**config.mk**
```make
export PLATFORM = sky130hd
export DESIGN_NAME = sensor_register_access_framer_top
export DESIGN_NICKNAME = d
export VERILOG_FILES = /design/src/design/sraf_pkg.sv /design/src/design/sraf_ctrl.sv /design/src/design/sraf_datapath.sv /design/src/design/sensor_register_access_framer_top.sv
export SDC_FILE = /design/constraint.sdc
export NUM_CORES = 1
export LEC_CHECK = 0
export BUFFER_PORTS_ARGS = -buffer_cell sky130_fd_sc_hd__buf_2
export CAP_MARGIN = 20
export CORE_MARGIN = 3
export CORE_UTILIZATION = 45
export DETAILED_ROUTE_END_ITERATION = 6
export SLEW_MARGIN = 15
export SYNTH_ARGS = -nofsm -noshare
export SYNTH_HDL_FRONTEND = slang
export SYNTH_SLANG_ARGS = --single-unit
export TNS_END_PERCENT = 10
```
**constraint.sdc**
```tcl
create_clock -name clk_i -period 12 [get_ports clk_i]
set_clock_uncertainty 0.15 [all_clocks]
set_input_delay 0 -clock clk_i [delete_from_list [all_inputs] [get_ports clk_i]]
set_output_delay 0 -clock clk_i [all_outputs]
set_load 0.1 [all_outputs]
```
**src/design/sraf_pkg.sv**
```systemverilog
// Shared types, codes and constants of the sensor register access framer.
// Used by the controller, the datapath, the top level and the checker.
`default_nettype none

package sraf_pkg;

  localparam int MaxBytes  = 16;
  localparam int CntW      = 5;
  localparam int BufIdxW   = $clog2(MaxBytes);
  localparam int InTdataW  = 32;
  localparam int OutTdataW = 144;

  localparam logic [7:0]  OpRamRead    = 8'h20;
  localparam logic [7:0]  OpEepRead    = 8'h40;
  localparam logic [7:0]  OpRamWrite   = 8'h10;
  localparam logic [7:0]  OpEepWrite   = 8'h30;
  localparam logic [7:0]  CountMask    = 8'b0000_1111;
  localparam logic [15:0] TimeoutReset = 16'd1000;
  localparam logic [15:0] ElapsedMax   = 16'hFFFF;
  localparam logic [31:0] CounterMax   = 32'hFFFF_FFFF;

  localparam logic [1:0] CntOk       = 2'd0;
  localparam logic [1:0] CntTimeout  = 2'd1;
  localparam logic [1:0] CntCmdFail  = 2'd2;
  localparam logic [1:0] CntSumFail  = 2'd3;

  typedef enum logic [2:0] {
    MODE_OPEN_RD = 3'd0,
    MODE_OPEN_WR = 3'd1,
    MODE_PAYLOAD = 3'd2,
    MODE_RESP    = 3'd3,
    MODE_TICK    = 3'd4,
    MODE_CLEAR   = 3'd5
  } mode_e;

  typedef enum logic [1:0] {
    KIND_SEND   = 2'd0,
    KIND_DATA   = 2'd1,
    KIND_STATUS = 2'd2
  } kind_e;

  typedef enum logic [2:0] {
    ST_OK        = 3'd0,
    ST_BAD_COUNT = 3'd1,
    ST_TIMEOUT   = 3'd2,
    ST_CMD_FAIL  = 3'd3,
    ST_SUM_FAIL  = 3'd4
  } status_e;

  typedef enum logic [1:0] {
    PH_IDLE,
    PH_PAYLOAD,
    PH_RESP_READ,
    PH_RESP_WRITE
  } phase_e;

  // Which run of results the last executed item produces.
  typedef enum logic [2:0] {
    PL_INVALID,
    PL_OPEN_RD,
    PL_OPEN_WR,
    PL_PAY_MID,
    PL_PAY_END,
    PL_FIN_RD,
    PL_FIN_WR
  } plan_e;

  typedef enum logic [1:0] {
    CS_IDLE,
    CS_EXEC,
    CS_EMIT
  } ctl_state_e;

  typedef struct packed {
    logic load_item;
    logic exec;
    logic emit;
  } dp_cmd_t;

  typedef struct packed {
    logic has_results;
    logic out_free;
    logic emit_last;
  } dp_stat_t;

endpackage

`default_nettype wire

```
**src/design/sraf_ctrl.sv**
```systemverilog
// Controller state machine of the sensor register access framer.
// Depends on sraf_pkg; drives the datapath through dp_cmd_t.
`default_nettype none

module sraf_ctrl (
  input  logic               clk_i,
  input  logic               rst_ni,
  input  logic               in_valid_i,
  output logic               in_ready_o,
  input  sraf_pkg::dp_stat_t stat_i,
  output sraf_pkg::dp_cmd_t  cmd_o
);

  sraf_pkg::ctl_state_e state_q, state_d;

  always_ff @(posedge clk_i or negedge rst_ni) begin
    if (!rst_ni) begin
      state_q <= sraf_pkg::CS_IDLE;
    end else begin
      state_q <= state_d;
    end
  end

  always_comb begin
    state_d    = state_q;
    in_ready_o = 1'b0;
    cmd_o      = '0;
    case (state_q)
      sraf_pkg::CS_IDLE: begin
        in_ready_o      = 1'b1;
        cmd_o.load_item = in_valid_i;
        if (in_valid_i) begin
          state_d = sraf_pkg::CS_EXEC;
        end
      end
      sraf_pkg::CS_EXEC: begin
        cmd_o.exec = 1'b1;
        state_d    = stat_i.has_results ? sraf_pkg::CS_EMIT : sraf_pkg::CS_IDLE;
      end
      sraf_pkg::CS_EMIT: begin
        cmd_o.emit = stat_i.out_free;
        if (stat_i.out_free && stat_i.emit_last) begin
          state_d = sraf_pkg::CS_IDLE;
        end
      end
      default: begin
        state_d = sraf_pkg::CS_IDLE;
      end
    endcase
  end

endmodule

`default_nettype wire

```
**src/design/sraf_datapath.sv**
```systemverilog
// Datapath of the sensor register access framer: item register, protocol
// state, read buffer, event counters and output register. Depends on sraf_pkg.
`default_nettype none

module sraf_datapath (
  input  logic                                clk_i,
  input  logic                                rst_ni,
  input  sraf_pkg::dp_cmd_t                   cmd_i,
  output sraf_pkg::dp_stat_t                  stat_o,
  input  logic [sraf_pkg::InTdataW-1:0]       in_data_i,
  input  logic [2:0]                          in_user_i,
  input  logic                                cfg_valid_i,
  input  logic [15:0]                         cfg_data_i,
  output logic                                out_valid_o,
  input  logic                                out_ready_i,
  output logic [sraf_pkg::OutTdataW-1:0]      out_data_o,
  output logic [1:0]                          out_user_o,
  output logic                                out_last_o
);

  // Latched input item.
  logic [2:0]                    it_mode_q;
  logic                          it_eep_q;
  logic [sraf_pkg::CntW-1:0]     it_cnt_q;
  logic [15:0]                   it_addr_q;
  logic                          it_swp_q;
  logic [7:0]                    it_db_q;

  // Protocol state.
  logic [15:0]                   timeout_q;
  sraf_pkg::phase_e              phase_q, phase_d;
  logic [sraf_pkg::CntW-1:0]     len_q, len_d;
  logic [sraf_pkg::CntW-1:0]     pos_q, pos_d;
  logic [7:0]                    sum_q, sum_d;
  logic [7:0]                    first_q, first_d;
  logic                          rev_q, rev_d;
  logic [15:0]                   elapsed_q, elapsed_d;
  logic [7:0]                    buf_q [sraf_pkg::MaxBytes];
  logic [31:0]                   cnt_q [4];

  // Result run bookkeeping.
  sraf_pkg::plan_e               plan_q, plan_d;
  logic [sraf_pkg::CntW-1:0]     res_n_q, res_n_d;
  logic [sraf_pkg::CntW-1:0]     idx_q;
  sraf_pkg::status_e             st_q, st_d;
  logic [7:0]                    cmd_byte_q, cmd_byte_d;

  // Output register.
  logic                          out_valid_q;
  sraf_pkg::kind_e               out_kind_q;
  logic [7:0]                    out_byte_q;
  sraf_pkg::status_e             out_st_q;
  logic                          out_last_q;
  logic [31:0]                   out_cnt_q [4];

  // Execute-step signals.
  logic                          run;
  logic                          buf_we;
  logic [sraf_pkg::BufIdxW-1:0]  buf_waddr;
  logic                          bump_en;
  logic [1:0]                    bump_idx;
  logic                          clr;
  logic                          count_ok;
  logic                          is_rd;
  logic [7:0]                    op_base;
  logic [7:0]                    open_cmd;
  logic [7:0]                    open_sum;
  logic [sraf_pkg::CntW-1:0]     pos_inc;
  sraf_pkg::status_e             rd_st;
  sraf_pkg::status_e             wr_st;

  // Emit-step signals.
  logic [sraf_pkg::CntW-1:0]     src_full;
  logic [sraf_pkg::BufIdxW-1:0]  src;
  logic                          emit_last;
  sraf_pkg::kind_e               e_kind;
  logic [7:0]                    e_byte;
  sraf_pkg::status_e             e_st;

  function automatic sraf_pkg::status_e judge(input logic [15:0] elapsed,
                                              input logic [15:0] limit,
                                              input logic        cmd_ok,
                                              input logic        sum_ok);
    sraf_pkg::status_e r;
    if (elapsed > limit) begin
      r = sraf_pkg::ST_TIMEOUT;
    end else if (!cmd_ok) begin
      r = sraf_pkg::ST_CMD_FAIL;
    end else if (!sum_ok) begin
      r = sraf_pkg::ST_SUM_FAIL;
    end else begin
      r = sraf_pkg::ST_OK;
    end
    return r;
  endfunction

  function automatic logic [1:0] counter_of(input sraf_pkg::status_e s);
    logic [1:0] r;
    case (s)
      sraf_pkg::ST_TIMEOUT:  r = sraf_pkg::CntTimeout;
      sraf_pkg::ST_CMD_FAIL: r = sraf_pkg::CntCmdFail;
      sraf_pkg::ST_SUM_FAIL: r = sraf_pkg::CntSumFail;
      default:               r = sraf_pkg::CntOk;
    endcase
    return r;
  endfunction

  assign count_ok = (it_cnt_q != '0) && (it_cnt_q <= sraf_pkg::CntW'(sraf_pkg::MaxBytes));
  assign is_rd    = (it_mode_q == sraf_pkg::MODE_OPEN_RD);
  assign op_base  = is_rd ? (it_eep_q ? sraf_pkg::OpEepRead : sraf_pkg::OpRamRead)
                          : (it_eep_q ? sraf_pkg::OpEepWrite : sraf_pkg::OpRamWrite);
  assign open_cmd = op_base | ({3'b000, it_cnt_q} & sraf_pkg::CountMask);
  assign open_sum = open_cmd + it_addr_q[15:8] + it_addr_q[7:0];
  assign pos_inc  = pos_q + sraf_pkg::CntW'(1);
  assign rd_st    = judge(elapsed_q, timeout_q, first_q[0], sum_q == it_db_q);
  assign wr_st    = judge(elapsed_q, timeout_q, first_q[0], first_q == it_db_q);

  always_comb begin
    phase_d    = phase_q;
    len_d      = len_q;
    pos_d      = pos_q;
    sum_d      = sum_q;
    first_d    = first_q;
    rev_d      = rev_q;
    elapsed_d  = elapsed_q;
    plan_d     = plan_q;
    res_n_d    = res_n_q;
    st_d       = st_q;
    cmd_byte_d = cmd_byte_q;
    run        = 1'b0;
    buf_we     = 1'b0;
    buf_waddr  = pos_q[sraf_pkg::BufIdxW-1:0] - sraf_pkg::BufIdxW'(1);
    bump_en    = 1'b0;
    bump_idx   = sraf_pkg::CntOk;
    clr        = 1'b0;
    if (cmd_i.exec) begin
      case (sraf_pkg::mode_e'(it_mode_q))
        sraf_pkg::MODE_OPEN_RD, sraf_pkg::MODE_OPEN_WR: begin
          run = 1'b1;
          if (!count_ok) begin
            phase_d = sraf_pkg::PH_IDLE;
            plan_d  = sraf_pkg::PL_INVALID;
            res_n_d = sraf_pkg::CntW'(1);
            st_d    = sraf_pkg::ST_BAD_COUNT;
          end else begin
            len_d      = it_cnt_q;
            pos_d      = '0;
            sum_d      = open_sum;
            rev_d      = is_rd & it_swp_q;
            elapsed_d  = '0;
            cmd_byte_d = open_cmd;
            if (is_rd) begin
              plan_d  = sraf_pkg::PL_OPEN_RD;
              res_n_d = sraf_pkg::CntW'(4);
              phase_d = sraf_pkg::PH_RESP_READ;
            end else begin
              plan_d  = sraf_pkg::PL_OPEN_WR;
              res_n_d = sraf_pkg::CntW'(3);
              phase_d = sraf_pkg::PH_PAYLOAD;
            end
          end
        end
        sraf_pkg::MODE_PAYLOAD: begin
          if (phase_q == sraf_pkg::PH_PAYLOAD) begin
            run   = 1'b1;
            sum_d = sum_q + it_db_q;
            if (pos_inc >= len_q) begin
              plan_d  = sraf_pkg::PL_PAY_END;
              res_n_d = sraf_pkg::CntW'(2);
              phase_d = sraf_pkg::PH_RESP_WRITE;
              pos_d   = '0;
            end else begin
              plan_d  = sraf_pkg::PL_PAY_MID;
              res_n_d = sraf_pkg::CntW'(1);
              pos_d   = pos_inc;
            end
          end
        end
        sraf_pkg::MODE_RESP: begin
          if (phase_q == sraf_pkg::PH_RESP_READ) begin
            if (pos_q == '0) begin
              first_d = it_db_q;
              sum_d   = it_db_q;
              pos_d   = sraf_pkg::CntW'(1);
            end else if (pos_q <= len_q) begin
              buf_we = 1'b1;
              sum_d  = sum_q + it_db_q;
              pos_d  = pos_inc;
            end else begin
              run      = 1'b1;
              st_d     = rd_st;
              bump_en  = 1'b1;
              bump_idx = counter_of(rd_st);
              phase_d  = sraf_pkg::PH_IDLE;
              plan_d   = sraf_pkg::PL_FIN_RD;
              res_n_d  = (rd_st == sraf_pkg::ST_OK) ? len_q + sraf_pkg::CntW'(1)
                                                    : sraf_pkg::CntW'(1);
            end
          end else if (phase_q == sraf_pkg::PH_RESP_WRITE) begin
            if (pos_q == '0) begin
              first_d = it_db_q;
              pos_d   = sraf_pkg::CntW'(1);
            end else begin
              run      = 1'b1;
              st_d     = wr_st;
              bump_en  = 1'b1;
              bump_idx = counter_of(wr_st);
              phase_d  = sraf_pkg::PH_IDLE;
              plan_d   = sraf_pkg::PL_FIN_WR;
              res_n_d  = sraf_pkg::CntW'(1);
            end
          end
        end
        sraf_pkg::MODE_TICK: begin
          if (phase_q != sraf_pkg::PH_IDLE && elapsed_q != sraf_pkg::ElapsedMax) begin
            elapsed_d = elapsed_q + 16'd1;
          end
        end
        sraf_pkg::MODE_CLEAR: begin
          clr = 1'b1;
        end
        default: begin
        end
      endcase
    end
  end

  // Result selection for the current position in the run.
  assign src_full  = rev_q ? (len_q - sraf_pkg::CntW'(1) - idx_q) : idx_q;
  assign src       = src_full[sraf_pkg::BufIdxW-1:0];
  assign emit_last = (idx_q == res_n_q - sraf_pkg::CntW'(1));

  always_comb begin
    e_kind = sraf_pkg::KIND_SEND;
    e_byte = 8'h00;
    e_st   = sraf_pkg::ST_OK;
    case (plan_q)
      sraf_pkg::PL_INVALID, sraf_pkg::PL_FIN_WR: begin
        e_kind = sraf_pkg::KIND_STATUS;
        e_st   = st_q;
      end
      sraf_pkg::PL_OPEN_RD: begin
        case (idx_q)
          5'd0:    e_byte = cmd_byte_q;
          5'd1:    e_byte = it_addr_q[15:8];
          5'd2:    e_byte = it_addr_q[7:0];
          default: e_byte = sum_q;
        endcase
      end
      sraf_pkg::PL_OPEN_WR: begin
        case (idx_q)
          5'd0:    e_byte = cmd_byte_q;
          5'd1:    e_byte = it_addr_q[15:8];
          default: e_byte = it_addr_q[7:0];
        endcase
      end
      sraf_pkg::PL_PAY_MID: begin
        e_byte = it_db_q;
      end
      sraf_pkg::PL_PAY_END: begin
        e_byte = (idx_q == '0) ? it_db_q : sum_q;
      end
      sraf_pkg::PL_FIN_RD: begin
        if (emit_last) begin
          e_kind = sraf_pkg::KIND_STATUS;
          e_st   = st_q;
        end else begin
          e_kind = sraf_pkg::KIND_DATA;
          e_byte = buf_q[src];
        end
      end
      default: begin
      end
    endcase
  end

  // Payload registers without reset.
  always_ff @(posedge clk_i) begin
    if (cmd_i.load_item) begin
      it_mode_q <= in_user_i;
      it_eep_q  <= in_data_i[0];
      it_cnt_q  <= in_data_i[5:1];
      it_addr_q <= in_data_i[21:6];
      it_swp_q  <= in_data_i[22];
      it_db_q   <= in_data_i[30:23];
    end
    if (buf_we) begin
      buf_q[buf_waddr] <= it_db_q;
    end
    if (cmd_i.emit) begin
      out_kind_q <= e_kind;
      out_byte_q <= e_byte;
      out_st_q   <= e_st;
      out_last_q <= emit_last;
      for (int i = 0; i < 4; i++) begin
        out_cnt_q[i] <= cnt_q[i];
      end
    end
  end

  always_ff @(posedge clk_i or negedge rst_ni) begin
    if (!rst_ni) begin
      timeout_q   <= sraf_pkg::TimeoutReset;
      phase_q     <= sraf_pkg::PH_IDLE;
      len_q       <= '0;
      pos_q       <= '0;
      sum_q       <= '0;
      first_q     <= '0;
      rev_q       <= 1'b0;
      elapsed_q   <= '0;
      plan_q      <= sraf_pkg::PL_INVALID;
      res_n_q     <= '0;
      idx_q       <= '0;
      st_q        <= sraf_pkg::ST_OK;
      cmd_byte_q  <= '0;
      out_valid_q <= 1'b0;
      for (int i = 0; i < 4; i++) begin
        cnt_q[i] <= '0;
      end
    end else begin
      if (cfg_valid_i) begin
        timeout_q <= cfg_data_i;
      end
      phase_q    <= phase_d;
      len_q      <= len_d;
      pos_q      <= pos_d;
      sum_q      <= sum_d;
      first_q    <= first_d;
      rev_q      <= rev_d;
      elapsed_q  <= elapsed_d;
      plan_q     <= plan_d;
      res_n_q    <= res_n_d;
      st_q       <= st_d;
      cmd_byte_q <= cmd_byte_d;
      if (run) begin
        idx_q <= '0;
      end else if (cmd_i.emit) begin
        idx_q <= idx_q + sraf_pkg::CntW'(1);
      end
      if (cmd_i.emit) begin
        out_valid_q <= 1'b1;
      end else if (out_ready_i) begin
        out_valid_q <= 1'b0;
      end
      for (int i = 0; i < 4; i++) begin
        if (clr) begin
          cnt_q[i] <= '0;
        end else if (bump_en && bump_idx == 2'(i) && cnt_q[i] != sraf_pkg::CounterMax) begin
          cnt_q[i] <= cnt_q[i] + 32'd1;
        end
      end
    end
  end

  assign stat_o.has_results = run;
  assign stat_o.out_free    = !out_valid_q || out_ready_i;
  assign stat_o.emit_last   = emit_last;

  assign out_valid_o = out_valid_q;
  assign out_user_o  = out_kind_q;
  assign out_last_o  = out_last_q;
  assign out_data_o  = {5'b00000, out_cnt_q[3], out_cnt_q[2], out_cnt_q[1], out_cnt_q[0],
                        out_st_q, out_byte_q};

endmodule

`default_nettype wire

```
**src/design/sensor_register_access_framer_top.sv**
```systemverilog
// Top level of the sensor register access framer: controller plus datapath.
// Depends on sraf_pkg, sraf_ctrl and sraf_datapath.
//
// Channel   Dir  Handshake                  Content
// s_axis    in   s_axis_tvalid/tready       request, payload, response byte, tick, clear
// m_axis    out  m_axis_tvalid/tready       bytes to send, read data, status
// cfg       in   cfg_valid_i/cfg_ready_o    timeout_ms register write
//
// An item is accepted in CS_IDLE and executed in CS_EXEC; CS_EMIT then moves
// one result per cycle into the output register while it is free; a full
// 16-byte read finish gives 17 results, which leave through the single output
// register one by one; items without results return from CS_EXEC to CS_IDLE.
// Reset clears the protocol state, the counters and the output valid; the
// timeout register returns to 1000. A stalled output holds its result, and the
// input is not taken again until the whole run has entered the output register.
`default_nettype none

module sensor_register_access_framer_top (
  input  logic                                clk_i,
  input  logic                                rst_ni,
  // Input item. tuser: mode[2:0].
  input  logic                                s_axis_tvalid,
  output logic                                s_axis_tready,
  // tdata: to_eeprom[0], byte_count[5:1], mem_address[21:6], swap_order[22],
  // data_byte[30:23], zero[31].
  input  logic [sraf_pkg::InTdataW-1:0]       s_axis_tdata,
  input  logic [2:0]                          s_axis_tuser,
  // Result item. tuser: kind[1:0]. tlast: last.
  output logic                                m_axis_tvalid,
  input  logic                                m_axis_tready,
  // tdata: out_byte[7:0], status[10:8], ok_count[42:11], timeout_count[74:43],
  // command_fail_count[106:75], checksum_fail_count[138:107], zero[143:139].
  output logic [sraf_pkg::OutTdataW-1:0]      m_axis_tdata,
  output logic [1:0]                          m_axis_tuser,
  output logic                                m_axis_tlast,
  // Timeout register write.
  input  logic                                cfg_valid_i,
  output logic                                cfg_ready_o,
  input  logic [15:0]                         cfg_data_i
);

  sraf_pkg::dp_cmd_t  cmd;
  sraf_pkg::dp_stat_t stat;

  // The timeout register takes a write in any cycle.
  assign cfg_ready_o = 1'b1;

  sraf_ctrl u_ctrl (
    .clk_i      (clk_i),
    .rst_ni     (rst_ni),
    .in_valid_i (s_axis_tvalid),
    .in_ready_o (s_axis_tready),
    .stat_i     (stat),
    .cmd_o      (cmd)
  );

  sraf_datapath u_dp (
    .clk_i       (clk_i),
    .rst_ni      (rst_ni),
    .cmd_i       (cmd),
    .stat_o      (stat),
    .in_data_i   (s_axis_tdata),
    .in_user_i   (s_axis_tuser),
    .cfg_valid_i (cfg_valid_i),
    .cfg_data_i  (cfg_data_i),
    .out_valid_o (m_axis_tvalid),
    .out_ready_i (m_axis_tready),
    .out_data_o  (m_axis_tdata),
    .out_user_o  (m_axis_tuser),
    .out_last_o  (m_axis_tlast)
  );

endmodule

`default_nettype wire

```
==> impl_metrics.json, run 1 <==
{
  "critPathCaptureType": "flip-flop",
  "die_y_um": 235,
  "detail-route-antenna-nets": 0,
  "slew_viol_final": 0,
  "cts_buffers": 55,
  "critPathTopFamily": "simple AND/OR/NAND/NOR gates",
  "synth_area_leaders": "edfxtp_1, dfrtp_1, ha_1, mux4_2, xnor2_1",
  "fin_nets": 2390,
  "p_leak_nw": 11.5,
  "grt_pass1_wl_um": 91200,
  "die_width_um": 235,
  "grt.overflow.total": 0,
  "setup_viol": 0,
  "post-route-period-util_pct": 37.0,
  "synth_cell_types": 80,
  "worstHoldPathType": "in2reg",
  "grt_pass1_vias": 16287,
  "slew_headroom_pct": 30.9,
  "status": "complete, no violations",
  "syn-cell-area_um2": 23600,
  "drtPass1Iterations": 6,
  "p_per_area_nw_per_um2": 211,
  "start_util_pct": 45.7,
  "crit_buf_inv": 1,
  "pin_count": 206,
  "slowest_delay_ps": 950,
  "whs_ps": 166,
  "yosysSeqAreaShare_pct": 61.2,
  "worst_pin_slew_ps": 1030,
  "dp_cells": 2753,
  "num_vias": 16619,
  "insertion_delay_ps": 610,
  "core-area_um2": 51500,
  "ir_worst_vdd_v": 0.000186,
  "cts_tree": "yes",
  "area_growth_pct": 21.5,
  "cts-root-buf": "clkbuf_16",
  "grt_use_total_pct": 20.5,
  "yosysWarnings": 0,
  "crit_chain": "inv_1, ha_1, and3_1, a31oi_1, o31ai_1, o21ai_1, o21ai_4, or4_1, or4_1, a21oi_1",
  "htreeDepth": 2,
  "ys_seq_elements": 515,
  "start_kind": "flip-flop",
  "fin_tns_setup_ps": 0,
  "critPathKind": "reg2reg",
  "synth_commonest_cells": "edfxtp_1, dfrtp_1, nor2_1, nand2_1, a21oi_1",
  "fmax_mhz": 226,
  "design_area_um2": 28600,
  "post_drt_wl_per_cell_um": 19.2,
  "placed_area_um2": 25400,
  "worst_slack_ps": 7570,
  "synth_top_area_share_pct": 38.7,
  "cap_violations": 0,
  "clk_pin_slew_ps": 60,
  "fill_cells": 4312,
  "die_area_um2": 55100,
  "viasPerCell": 5.55,
  "antenna_found_initial": 2,
  "synthArstFlopShare_pct": 41.0,
  "route.detailed.drc": 0,
  "io_buffer_count": 198,
  "post-dp-hpwl_um": 37000,
  "avgSynthCellArea_um2": 12.3,
  "layout_min_cycle_time_ps": 4430,
  "pre_cts_ws_ps": 7590,
  "rsz0062_at_grt": "false",
  "first_iter_violations": 1528,
  "fin_util_pct": 55.6,
  "syn_inst": 1921,
  "synth_edf_count": 304,
  "final-hold-violation-count": 0,
  "drt-total-wl_um": 57400,
  "layoutNonFillerInstCount": 2992,
  "synth_area_leader_cell": "edfxtp_1",
  "synthFlopType": "edfxtp_1",
  "cp_common_cell": "or4_1",
  "rows": 83,
  "crit_required_ps": 12370,
  "drive_gt1_share_pct": 17.2,
  "worstPathArrival_ps": 4800,
  "synth_most_common_cell": "edfxtp_1",
  "globalplace.congestion": 0.877,
  "clock_sinks": 515,
  "cp_max_fo": 27,
  "ctsResizeCount": 0,
  "fin_total_pwr_mw": 6.05,
  "clockBufferDepth": 3,
  "slowest_stage": "or4_1",
  "grt_start_max_net_pins": 93
}
[flip-flops by register name (all words and copies together), names as in the netlist, 5 cells and up]
name             cells
u_dp.it_db_q         8
u_dp.it_cnt_q        5
u_dp.len_q           5
u_dp.out_byte_q      8
u_dp.out_cnt_q     128
u_dp.first_q         8
u_dp.cnt_q         128
u_dp.buf_q         128
u_dp.idx_q           5
u_dp.elapsed_q      16
u_dp.pos_q           5
u_dp.sum_q           8
u_dp.it_addr_q      16
u_dp.timeout_q      16
u_dp.res_n_q         5
[where the power goes]
| group | switching [mW] | internal, mW | leakage (nW) |
|---|---|---|---|
| Combinational | 1.38 | 0.618 | 4.85 |
| Clock | 0.706 | 1.08 | 0.949 |
| Sequential | 0.149 | 2.11 | 5.66 |
| Total | 2.24 | 3.81 | 11.5 |
[cell usage in the layout (no fill, tap or decap), types with 28 or more instances in the layout]
cell           instances
a21oi_1               96
xor2_1                44
nand2_1              140
o21ai_0               73
nand3_1               67
nor3_1                57
nand4_1               62
nor2_1               174
and3_1                44
ha_1                  60
dfrtp_1              205
mux4_2                32
dlygate4sd3_1        133
xnor2_1               79
inv_1                 72
or3_1                 36
edfxtp_1             304
buf_2                197
clkbuf_16             58
buf_4                 28
[worst register-to-register path: stages (launching register included)]
cell,delay [ps]
dfrtp_1,590
inv_1,190
ha_1,320
and3_1,140
a31oi_1,230
o31ai_1,220
o21ai_1,460
o21ai_4,330
or4_1,960
or4_1,610
a21oi_1,160
[area by class of cell]
class | instances | area (um2) | area share, %
clock buffer | 76 | 1560 | 5.44
timing repair buffer | 360 | 2570 | 8.97
clock inverter | 28 | 355 | 1.24
multi-input combinational | 1260 | 8620 | 30.1
inverter | 72 | 270 | 0.944
antenna | 1 | 2.50 | 0.00874
sequential | 515 | 14400 | 50.3
tap | 680 | 851 | 2.97
[path summary, 6_finish.rpt]
check | startpoint | end | slack, ps | cells after the start
min in group asynchronous | rst_ni | u_dp.cnt_q[51] | 440 | 4
min reg2reg | u_dp.st_q[1] | u_dp.st_q[1] | 320 | 2
min | m_axis_tready | u_dp.out_valid_o | 170 | 4
max in group asynchronous | rst_ni | u_dp.idx_q[1] | 10530 | 4
max | u_dp.pos_q[0] | u_dp.cnt_q[119] | 7570 | 10
max reg2reg | u_dp.pos_q[0] | u_dp.cnt_q[119] | 7570 | 10
[repair_timing]
| item | in CTS | in global routing |
|---|---|---|
| hold endpoints to repair | 179 | 0 |
| setup buffers | 0 | 0 |
| hold buffers | 134 | 0 |
[cell families (layout without fill, tap and decap cells)]
| logic type | Yosys count | count (layout) | share of synthesized area (%) |
|---|---|---|---|
| and+or+nand+nor | 699 | 699 | 15.1 |
| DFF | 515 | 515 | 61.2 |
| AOI/OAI and AO/OA | 291 | 291 | 7.67 |
| buffers and inverters | 150 | 536 | 2.56 |
| xor gates and xnor gates | 123 | 123 | 4.57 |
| muxes | 71 | 71 | 4.82 |
| adders and majority gates | 70 | 70 | 4.04 |
| other | 2 | 7 | 0.0319 |
[layer usage]
| metal | up-vias | GRT usage (%) | part of all wire, % |
|---|---|---|---|
| met3 | 95 | 3.31 | 5.5 |
| met1 | 8269 | 28.8 | 45 |
| li1 | 7778 | - | - |
| met5 | - | 0 | 0 |
| met2 | 477 | 33.3 | 47 |
| met4 | 0 | 6.03 | 2.5 |
(Power assumes the default switching activity.)
==> run 2, diff against run 1 <==
- PLACE_DENSITY: unset -> 0.65
- clock period: 12 -> 3.75 ns (I/O delays scaled with it)
==> impl_metrics.json, run 2 (synthesized netlist as in run 1, its figures left out) <==
{
  "post_drt_wl_per_cell_um": 19.3,
  "pin_count": 206,
  "area_growth_pct": 22.9,
  "critPathKind": "reg2reg",
  "worst_slack_ps": 9.30,
  "mostFrequentLayoutCells": "edfxtp_1, dfrtp_1, buf_2",
  "layout_commonest_cell": "edfxtp_1",
  "reg2reg_depth": 10,
  "crit_required_ps": 4110,
  "grt_pass1_vias": 16698,
  "clock_sinks": 515,
  "multi_input_area_um2": 8630,
  "slowest_delay_ps": 610,
  "post-dp-hpwl_um": 38800,
  "worstHoldPathType": "in2reg",
  "cts_tree": "yes",
  "diodes": 0,
  "wl_met2_um": 28200,
  "fin_nets": 2433,
  "min_to": "u_ctrl.state_q[0]",
  "worst_pin_slew_ps": 887,
  "fill_cells": 4275,
  "r2r-start": "u_dp.timeout_q[9]",
  "p_per_area_nw_per_um2": 664,
  "r2r_setup_slack_ps": 9,
  "holdCritStartpoint": "s_axis_tvalid",
  "crit_chain": "inv_1, ha_1, a21oi_1, nor2_1, a311o_1, or4_4, a211o_1, or4_4, or4_1, a21oi_1",
  "drt-total-wl_um": 58500,
  "cap_violations": 0,
  "grt.overflow.total": 0,
  "die_y_um": 235,
  "switchingPower_mw": 7.14,
  "core-area_um2": 51500,
  "cts_buffers": 54,
  "internal_power_mw": 12.1,
  "worstPathArrival_ps": 4100,
  "first_iter_violations": 1418,
  "power_frac_comb_pct": 34.7,
  "reg2reg_to": "u_dp.cnt_q[27]",
  "grt_use_total_pct": 21.1,
  "maxUsedRoutingLayer": "met5",
  "route.detailed.drc": 0,
  "post-route-period-util_pct": 99.8,
  "grt_pass1_wl_um": 93800,
  "io_buffer_count": 198,
  "critPathTopFamily": "simple AND/OR/NAND/NOR gates",
  "htreeDepth": 2,
  "routed-wl-met3_um": 3240,
  "whs_path_depth": 3,
  "slowest_stage": "or4_4",
  "clockBufferDepth": 3,
  "insertion_delay_ps": 610,
  "swShare_pct": 37.1,
  "drive_gt1_share_pct": 19.0,
  "detail-route-antenna-nets": 0,
  "layoutNonFillerInstCount": 3032,
  "drtPass1Iterations": 5,
  "ir_worst_vdd_v": 0.000541,
  "rsz0062_at_grt": "true",
  "clkPwrFrac_pct": 28.0,
  "start_util_pct": 45.7,
  "fin_total_pwr_mw": 19.2,
  "seqPwrFrac_pct": 37.3,
  "cp_max_fo": 12,
  "num_vias": 16925,
  "slew_headroom_pct": 40.3,
  "grt_start_max_net_pins": 100,
  "crit_buf_inv": 1,
  "globalplace.congestion": 0.879,
  "cts-root-buf": "clkbuf_16",
  "antenna_found_initial": 1,
  "clk_pin_slew_ps": 60,
  "top_regs": "u_dp.buf_q (128), u_dp.cnt_q (128), u_dp.out_cnt_q (128)",
  "dp_cells": 2802,
  "status": "complete, no violations",
  "setup_viol": 0,
  "die_width_um": 235,
  "pre_cts_ws_ps": -52.8,
  "fmax_mhz": 267,
  "rows": 83,
  "final-hold-violation-count": 0,
  "wl_met1_um": 25200,
  "start_kind": "flip-flop",
  "seqCellArea_um2": 14400,
  "viasPerCell": 5.58,
  "die_area_um2": 55100,
  "critPathCaptureType": "flip-flop",
  "slew_viol_final": 0,
  "layout_min_cycle_time_ps": 3740,
  "p_leak_nw": 11.7
}
## run 2: timing repair
item,in CTS,in global routing
pin swaps,0,1
endpoints found under the setup margin,4,8
endpoints found under the hold margin,205,0
setup buffers,0,3
hold buffers,126,0
resized for setup,1,2
## run 2: stage by stage
stage / setup TNS, ps / hold slack (ps) / utilization, % / instance area [um2]
final: 0 / 53.5 / 56.2 / 29000
after detailed placement: -57.6 / -3.80 / 50.2 / 25800
after CTS: 0 / 15.9 / 56.2 / 28900
after global placement: -50.4 / -14.1 / 50.2 / 25800
after floorplan: 0 / -446 / - / 23600
after global routing: -319 / 30.9 / 56.2 / 29000
## run 2: power groups by stage
stage | Sequential [mW] | Clock (mW) | Combinational [mW]
after detailed placement | 7.27 | 0 | 6.55
after global placement | 7.25 | 0 | 6.47
after global routing | 7.23 | 5.77 | 7.19
after CTS | 7.16 | 5.51 | 6.70
after floorplan | 8.88 | 0 | 3.15
final | 7.17 | 5.40 | 6.68
## run 2: worst min-delay path, delay by kind of cell
| family | cells | cell delay, ps |
|---|---|---|
| buf+inv | 2 | 610 |
| simple gates | 1 | 120 |
## run 2: area by class of cell
| cell class | instances | share of cell area [%] |
|---|---|---|
| Tap cell | 680 | 2.94 |
| Clock inverter | 27 | 0.985 |
| Clock buffer | 74 | 5.24 |
| Timing Repair Buffer | 404 | 10.3 |
| Multi-Input combinational cell | 1260 | 29.8 |
| Sequential cell | 515 | 49.8 |
| Inverter | 72 | 0.933 |
## run 2: metal layers
layer  track usage, %  vias to the layer above
li1                 -                     7857
met1             28.9                     8383
met2             34.5                      559
met3             3.45                      124
met4             7.18                        2
met5                0                        -
## run 2: worst max path at each step
| stage | start | endpoint | slack, ps | depth (start not counted) |
|---|---|---|---|---|
| after CTS | u_dp.timeout_q[9] | u_dp.cnt_q[27] | 80 | 10 |
| after floorplan | u_dp.out_valid_o | u_dp.idx_q[4] | 2 | 5 |
| after global placement | u_dp.timeout_q[9] | u_dp.cnt_q[119] | -50 | 12 |
| final | u_dp.timeout_q[9] | u_dp.cnt_q[27] | 9 | 10 |
| after global routing | u_dp.len_q[1] | u_dp.cnt_q[118] | -80 | 11 |
| after detailed placement | u_dp.timeout_q[9] | u_dp.cnt_q[119] | -50 | 12 |
